`config.mk`:
```
export PLATFORM = sky130hd
export DESIGN_NAME = ffpe_out_buf
export DESIGN_NICKNAME = d
export VERILOG_FILES = /design/src/design/assert_macros.svh /design/src/design/ffpe_pkg.sv /design/src/design/ffpe_out_buf.sv
export SDC_FILE = /design/constraint.sdc
export NUM_CORES = 1
export LEC_CHECK = 0
export BUFFER_PORTS_ARGS = -buffer_cell sky130_fd_sc_hd__buf_2
export CORE_ASPECT_RATIO = 1.2
export CORE_UTILIZATION = 43
export CTS_CLUSTER_DIAMETER = 150
export DETAILED_ROUTE_END_ITERATION = 6
export GPL_ROUTABILITY_DRIVEN = 0
export PLACE_DENSITY = 0.84
export SLEW_MARGIN = 40
export SYNTH_ARGS = -nofsm -noshare
export SYNTH_HDL_FRONTEND = slang
export SYNTH_SLANG_ARGS = --single-unit
```
`constraint.sdc`:
```
create_clock -name aclk -period 2.55 [get_ports aclk]
set_input_delay 0.255 -clock aclk [delete_from_list [all_inputs] [get_ports aclk]]
set_output_delay 0.255 -clock aclk [all_outputs]
set_load 0.005 [all_outputs]
```
`src/design/assert_macros.svh`:
```
// Assertion macros used by ffpe_ctrl.
`ifndef ASSERT_MACROS_SVH
`define ASSERT_MACROS_SVH
`ifndef SYNTHESIS
`define ASSERT_HOLDS(label, clk, rstn, prop, msg) \
    label: assert property (@(posedge clk) disable iff (!rstn) (prop)) else $error(msg);
`define ASSERT_NEXT(label, clk, rstn, ante, cons, msg) \
    label: assert property (@(posedge clk) disable iff (!rstn) (ante) |=> (cons)) \
        else $error(msg);
`else
`define ASSERT_HOLDS(label, clk, rstn, prop, msg)
`define ASSERT_NEXT(label, clk, rstn, ante, cons, msg)
`endif
`endif

```
`src/design/ffpe_pkg.sv`:
```
package ffpe_pkg;

    localparam int PAGE_FIELD_W = 40;

    typedef enum logic [1:0] {
        ST_OK     = 2'd0,
        ST_NO_FIT = 2'd1,
        ST_FULL   = 2'd2
    } status_t;

    typedef struct packed {
        status_t                   status;
        logic [PAGE_FIELD_W-1:0]   page;
    } ffpe_result_t;

endpackage

```
`src/design/ffpe_out_buf.sv`:
```
module ffpe_out_buf (
    input  logic                                  aclk,
    input  logic                                  aresetn,
    input  logic                                  in_valid,
    output logic                                  in_ready,
    input  ffpe_pkg::ffpe_result_t                in_res,
    output logic                                  m_tvalid,
    input  logic                                  m_tready,
    output logic [ffpe_pkg::PAGE_FIELD_W-1:0]     m_tdata,
    output logic [1:0]                            m_tuser
);
    import ffpe_pkg::*;

    logic         valid_reg;
    ffpe_result_t data_reg;

    assign in_ready = !valid_reg || m_tready;

    always_ff @(posedge aclk) begin
        if (!aresetn) begin
            valid_reg <= 1'b0;
        end else if (in_ready) begin
            valid_reg <= in_valid;
        end
    end

    always_ff @(posedge aclk) begin
        if (in_ready && in_valid) begin
            data_reg <= in_res;
        end
    end

    assign m_tvalid = valid_reg;
    assign m_tdata  = data_reg.page;
    assign m_tuser  = data_reg.status;

endmodule

```
# Yosys cells after proc, flatten, opt, wreduce, memory -nomap -nowiden

Cells that the tools add are included.

Flip-flop bits (word level): 43
Input port bits: 46
Output and inout bits: 44
Word-level logic and storage cells: 6

Reductions and logical operators: 3

Operators by type and width:

| kind              | number |
|---|---|
| logical AND 1 bit | 1 |
| logical NOT 1 bit | 1 |
| logical OR 1 bit  | 1 |

# Longest topological paths before layout

Gate-level depths: netlist of run 1.

Depth in word-level cells: 3
Gate-level depth with buffers: 2
Gate-level depth less buffers: 2

# Worst setup path after synthesis of run 1

Ideal clock, no wire load.

Path type: reg2reg
Start point: reg valid_reg (netlist: m_tvalid)
End point: reg data_reg, in the netlist m_tdata[0], enable pin
Library setup time: 0.356 ns
Arrival: 0.817 ns
Data required time: 2.194 ns
Slack: 1.377 ns
Cell stages (with the launch flop): 3
Path buffers: 0
Clock period less this slack: 1.173 ns
Cell sequence: dfxtp_1 -> nand2b_4 -> and2_4

Word-level cells in the longest chain between the ends: 3

RTL lines:

| element                | line               | source |
|---|---|---|
| from (decl)            | ffpe_out_buf.sv:14 | `logic valid_reg;` |
| from (signal assigned) | ffpe_out_buf.sv:23 | `valid_reg <= in_valid;` |
| logical NOT 1 bit      | ffpe_out_buf.sv:17 | `assign in_ready = !valid_reg \|\| m_tready;` |
| logical OR 1 bit       | ffpe_out_buf.sv:17 |  |
| net in_ready           | ffpe_out_buf.sv:5  | `output logic in_ready,` |
| logical AND 1 bit      | ffpe_out_buf.sv:28 | `if (in_ready && in_valid) begin` |
| to (signal assigned)   | ffpe_out_buf.sv:29 | `data_reg <= in_res;` |
| to (decl)              | ffpe_out_buf.sv:15 | `ffpe_result_t data_reg;` |

The timed path passes the listed nets, and every way through them passes these cells.
A chain may end at the register's enable or synchronous reset.

# Worst setup path after layout of run 1

Start point: reg valid_reg (netlist: m_tvalid)
End point: reg data_reg, in the netlist m_tdata[27], enable pin

Word-level cells in the longest chain between the ends: 3

RTL lines:

| element           | line |
|---|---|
| logical NOT 1 bit | ffpe_out_buf.sv:17 |
| logical OR 1 bit  | ffpe_out_buf.sv:17 |
| logical AND 1 bit | ffpe_out_buf.sv:28 |

Every way passes these cells.

==> flow_summary.toml, run 1 <==
[status]
status = "finished, final reports clean"

[sta]
worst_pin_slew_ns = 0.507
max-slew-margin-rel_pct = 66.2
rsz0062_at_grt = "no"
fmaxAchievable_ghz = 0.773
fin_crit_ns = 1.29
period_share_pct = 50.8
fin_skew_ns = 0.0109
final-setup-viol-count = 0
finalHoldViolCount = 0
fin_tns_setup_ns = 0
drv_slew = 0

[critical_path]
cp_max_fo = 42
endpoint = "m_tdata[27]$_DFFE_PP_"
cp_cell_sequence = "nand2b_4 -> and2_4"
path_delay_family = "simple AND/OR/NAND/NOR gates"
reg2reg_slack_ns = 1.26
critPathArrivalTime_ns = 1.28
crit_slowest_cell = "and2_4"
max_stage_delay_ns = 0.47
r2r-start = "m_tvalid$_SDFFE_PN0P_"
crit_buf_inv = 0
r2r_cells = 2
r2r_end = "m_tdata[27]$_DFFE_PP_"
worstSetupEndpointType = "flop"
startpoint_type = "flop"
worstPathRequired_ns = 2.54
crit_type = "reg -> reg"
cp_num_cells = 2
cp-startpoint = "m_tvalid$_SDFFE_PN0P_"

[synth]
synth_area_leaders = "edfxtp_1 (96%), dfxtp_1 (1.5%), nand2b_4 (1.0%)"
synthCells = 47
synth_nets = 93
ys_seq_area_share_pct = 97.2
synth_compound_area_share_pct = 0.854
synth-xor-area-share_pct = 0
synth-adder-area-share_pct = 0
yosys_warnings = 0
ys_ff_latch = 43
synth_top_area_share_pct = 95.6
syn-mean-instance-area_um2 = 28.1
synth-simple-area-share_pct = 1.71
synthMuxAreaShare_pct = 0
synth_area_leader_cell = "edfxtp_1"
synth_top_family_by_area = "simple AND/OR/NAND/NOR gates"
synth_cell_types = 6
syn_area_um2 = 1320

[clock_tree]
cts.sinks = 43
cts_hold_buffers = 0
post-cts-setup-buffers = 0
htree_num_levels = 2
cts_tree = "built"
numCtsBuffers = 5
clk_latency_ns = 0.34
cts_resized = 0
cts_root_buf = "clkbuf_4"
clkTransAtPathRegs_ns = 0.12
clk_path_buf_depth = 2

[pwr]
peakVddDrop_mv = 0.492
power.leakage_uw = 0.000830
p_per_area_nw_per_um2 = 711

[layout]
area_growth_pct = 43.2
fill_cells = 210
stdcell_area_um2 = 1890
seqCellArea_um2 = 1280
n_antenna_cell = 0
final_layout_size_suffix_gt1_share_pct = 69.4
multi_input_area_um2 = 33.8
fin_nets = 189

[floorplanning]
initial_core_util_pct = 46.0
die_y_um = 62.7
die_area_um2 = 3290
core_area_um2 = 2860
ios = 90
num_rows = 21
die_w_um = 52.6

[routing]
first_pass_iters = 7
wl_per_cell_um = 13.0
antenna_left = 0
drt-initial-drc-count = 13
wirelength_um = 2310
via_count = 801
vias_per_cell = 4.50
drc = 0

[grt]
grt_max_degree = 43
grt_use_total_pct = 15.8
grt_pass1_wl_um = 3450
overflow = 0
grt_pass1_vias = 790
antenna_found_initial = 0

[place]
io_buffers = 89
placed_area_um2 = 1810
place_hpwl_um = 1750

[flow_run]
max_cap_violations = 0

[hold_path]
min_from = "in_res[16]"
hold_class = "in -> reg"
## cell usage in the layout, fill, tap and decap left out
cell type / count
buf_2: 89
edfxtp_1: 42
clkinv_2: 1
and2_4: 1
bufinv_16: 1
a21boi_2: 1
nand2b_4: 1
clkinv_4: 1
dfxtp_1: 1
inv_1: 1
clkbuf_4: 5
## cell usage after synthesis
master,count
dfxtp_1,1
edfxtp_1,42
nand2b_4,1
inv_1,1
a21boi_2,1
and2_4,1
## cell families (layout without fill, tap and decap cells)
| family | after synthesis | in the layout |
|---|---|---|
| buf+inv | 1 | 98 |
| flops | 43 | 43 |
| compound gates | 1 | 1 |
| simple gates | 2 | 2 |
## flip-flops by register name, summed over array words and instances, names as in the netlist
| register | flops |
|---|---|
| m_tuser | 2 |
| m_tdata | 40 |
| m_tvalid | 1 |
## report_power, final
| part | internal, uW | leakage [uW] | total, uW | switching [uW] |
|---|---|---|---|---|
| Combinational | 52.1 | 0.000370 | 98.1 | 46.0 |
| Sequential | 824 | 0.000415 | 833 | 9.54 |
| Clock | 206 | 0.0000452 | 411 | 205 |
| Total | 1080 | 0.000830 | 1340 | 261 |
## layer usage
metal / track usage (%) / part of all wire (%) / up-vias
li1: - / - / 378
met2: 24.1 / 50 / 69
met1: 16.0 / 33 / 346
met5: 0 / 0 / -
met4: 11.8 / 3.2 / 0
met3: 7.79 / 14 / 8
## worst min path at each step
| stage | slack, ns | depth (start not counted) | to |
|---|---|---|---|
| after floorplan | 0.35 | 0 | m_tdata[0]$_DFFE_PP_ |
| after global placement | 0.43 | 1 | m_tdata[16]$_DFFE_PP_ |
| after detailed placement | 0.43 | 1 | m_tuser[0]$_DFFE_PP_ |
| after CTS | 0.06 | 1 | m_tuser[0]$_DFFE_PP_ |
| after global routing | 0.05 | 1 | m_tdata[16]$_DFFE_PP_ |
| final | 0.07 | 1 | m_tdata[16]$_DFFE_PP_ |
## layout make-up
| class | instances | share of cell area, % |
|---|---|---|
| clock buffer | 5 | 1.99 |
| clock inverter | 3 | 2.32 |
| inverter | 1 | 0.199 |
| multi-input combinational | 3 | 1.79 |
| sequential | 43 | 67.9 |
| tap | 34 | 2.25 |
| timing repair buffer | 89 | 23.6 |
## metrics by stage
| stage | power (uW) | worst slack (ns) | hold slack, ns | instances | util [%] |
|---|---|---|---|---|---|
| 2_1_floorplan | 873 | 1.38 | 0.354 | 47 | - |
| 3_3_place_gp | 943 | 1.27 | 0.432 | 170 | 63.1 |
| 3_5_place_dp | 949 | 1.23 | 0.433 | 170 | 63.1 |
| 4_1_cts | 1360 | 1.25 | 0.0573 | 178 | 65.9 |
| 5_1_grt | 1390 | 1.21 | 0.0507 | 178 | 65.9 |
| 6_report | 1340 | 1.26 | 0.0742 | 178 | 65.9 |
Power figures use the tool's default switching activity.
==> run 2: changes to the inputs <==
- CORE_UTILIZATION: 43 -> 40
- PLACE_DENSITY: 0.84 -> 0.79
- clock period: 2.55 -> 1.2 ns (I/O delays scaled with it)
==> flow_summary.toml, run 2 (synthesis gave the netlist of run 1 again) <==
[clock_tree]
clkTransAtPathRegs_ns = 0.11
numCtsBuffers = 5
clk_latency_ns = 0.33
cts_resized = 0
clk_path_buf_depth = 2
cts_tree = "built"
cts_root_buf = "clkbuf_4"
cts.sinks = 43
htree_num_levels = 2

[layout]
area_growth_pct = 80.2
final_cell_mix = "buf_2 (89), dlygate4sd3_1 (43), edfxtp_1 (42), clkbuf_4 (5), buf_12 (3)"
seqCellArea_um2 = 1280
n_antenna_cell = 0
fin_cells = 226
multi_input_area_um2 = 33.8
final_layout_size_suffix_gt1_share_pct = 53.7
fill_cells = 171
stdcell_area_um2 = 2380
layout_commonest_cell = "buf_2"
fin_nets = 235
largest_reg_flops = 40

[floorplanning]
die_area_um2 = 3530
die_w_um = 54.4
core_area_um2 = 3110
ios = 90
num_rows = 22
initial_core_util_pct = 42.4
die_y_um = 64.9

[routing]
drc = 0
wl_per_cell_um = 13.6
wirelength_um = 3070
vias_per_cell = 4.37
drt-initial-drc-count = 21
first_pass_iters = 4
antenna_left = 0
via_count = 987

[critical_path]
r2r_cells = 3
critPathArrivalTime_ns = 1.13
cp_max_fo = 16
worstPathRequired_ns = 1.26
startpoint_type = "flop"
worstSetupEndpointType = "flop"
crit_type = "reg -> reg"

[pwr]
p_per_area_nw_per_um2 = 1250
peakVddDrop_mv = 0.984
power.leakage_uw = 0.00103

[hold_path]
whs_path_depth = 3
hold_class = "in -> reg"

[sta]
period_share_pct = 89.4
worst_pin_slew_ns = 0.142
whs_ns = 0.0422
fin_tns_setup_ns = 0
fmaxAchievable_ghz = 0.932
final-setup-viol-count = 0
rsz0062_at_grt = "no"
setup_slack_ns = 0.127
fin_crit_ns = 1.07
drv_slew = 0
finalHoldViolCount = 0
max-slew-margin-rel_pct = 90.5
fin_skew_ns = 0.00677

[status]
status = "finished, final reports clean"

[grt]
grt_use_total_pct = 19.7
grt_pass1_wl_um = 4610
overflow = 0
grt_max_degree = 17
grt_pass1_vias = 1033
antenna_found_initial = 0

[place]
dp.cells = 175
io_buffers = 89
place_hpwl_um = 1810
dp_slack_ns = 0.140
placed_area_um2 = 1870

[flow_run]
max_cap_violations = 0
==> run 2: changes by cell type in the layout (fill, tap and decap cells not counted) <==
cell	change
buf_12	+3
clkinv_1	+1
clkinv_4	-1
dlygate4sd3_1	+43
==> run 2: worst paths after layout <==
kind / startpoint / end / slack [ns]
setup / recovery: m_tvalid$_SDFFE_PN0P_ / m_tdata[24]$_DFFE_PP_ / 0.13
hold / removal: in_valid / m_tvalid$_SDFFE_PN0P_ / 0.04
setup reg to reg: m_tvalid$_SDFFE_PN0P_ / m_tdata[24]$_DFFE_PP_ / 0.13
hold reg to reg: m_tvalid$_SDFFE_PN0P_ / m_tvalid$_SDFFE_PN0P_ / 0.52
==> run 2: what timing repair did <==
item | 4_1_cts | 5_1_grt
hold endpoints to repair | 43 | 0
buffers inserted | 0 | 0
setup endpoints to repair | 0 | 0
hold buffers | 43 | 0
==> run 2: cell type report <==
class | instances | share of cell area, %
sequential | 43 | 53.9
timing repair buffer | 135 | 39.4
tap | 36 | 1.90
multi-input combinational | 3 | 1.42
inverter | 1 | 0.158
clock inverter | 3 | 1.63
clock buffer | 5 | 1.58
==> run 2: per-layer routing <==
metal | vias to the layer above | wire length (um) | global-route usage [%]
met4 | 0 | 91 | 10.9
met3 | 10 | 365 | 9.15
met1 | 432 | 1090 | 20.8
met5 | - | 0 | 0
li1 | 473 | - | -
met2 | 72 | 1520 | 31.4
==> run 2: power breakdown <==
| group | leakage, uW | internal [uW] | switching, uW |
|---|---|---|---|
| combinational | 0.000578 | 227 | 126 |
| sequential | 0.000415 | 1750 | 22.3 |
| clock | 0.0000426 | 429 | 413 |
| total | 0.00103 | 2410 | 561 |
==> run 2: worst max-delay path, cell delays in order (launching register included) <==
cell and delay (ns):
dfxtp_1 0.36, nand2b_4 0.09, and2_4 0.20, buf_12 0.16
==> run 2: metrics by stage <==
step | power (uW) | util [%]
2_1_floorplan | 1860 | -
6_report | 2970 | 76.4
4_1_cts | 2980 | 76.4
3_5_place_dp | 2050 | 60.1
3_3_place_gp | 2040 | 60.1
5_1_grt | 3080 | 76.4
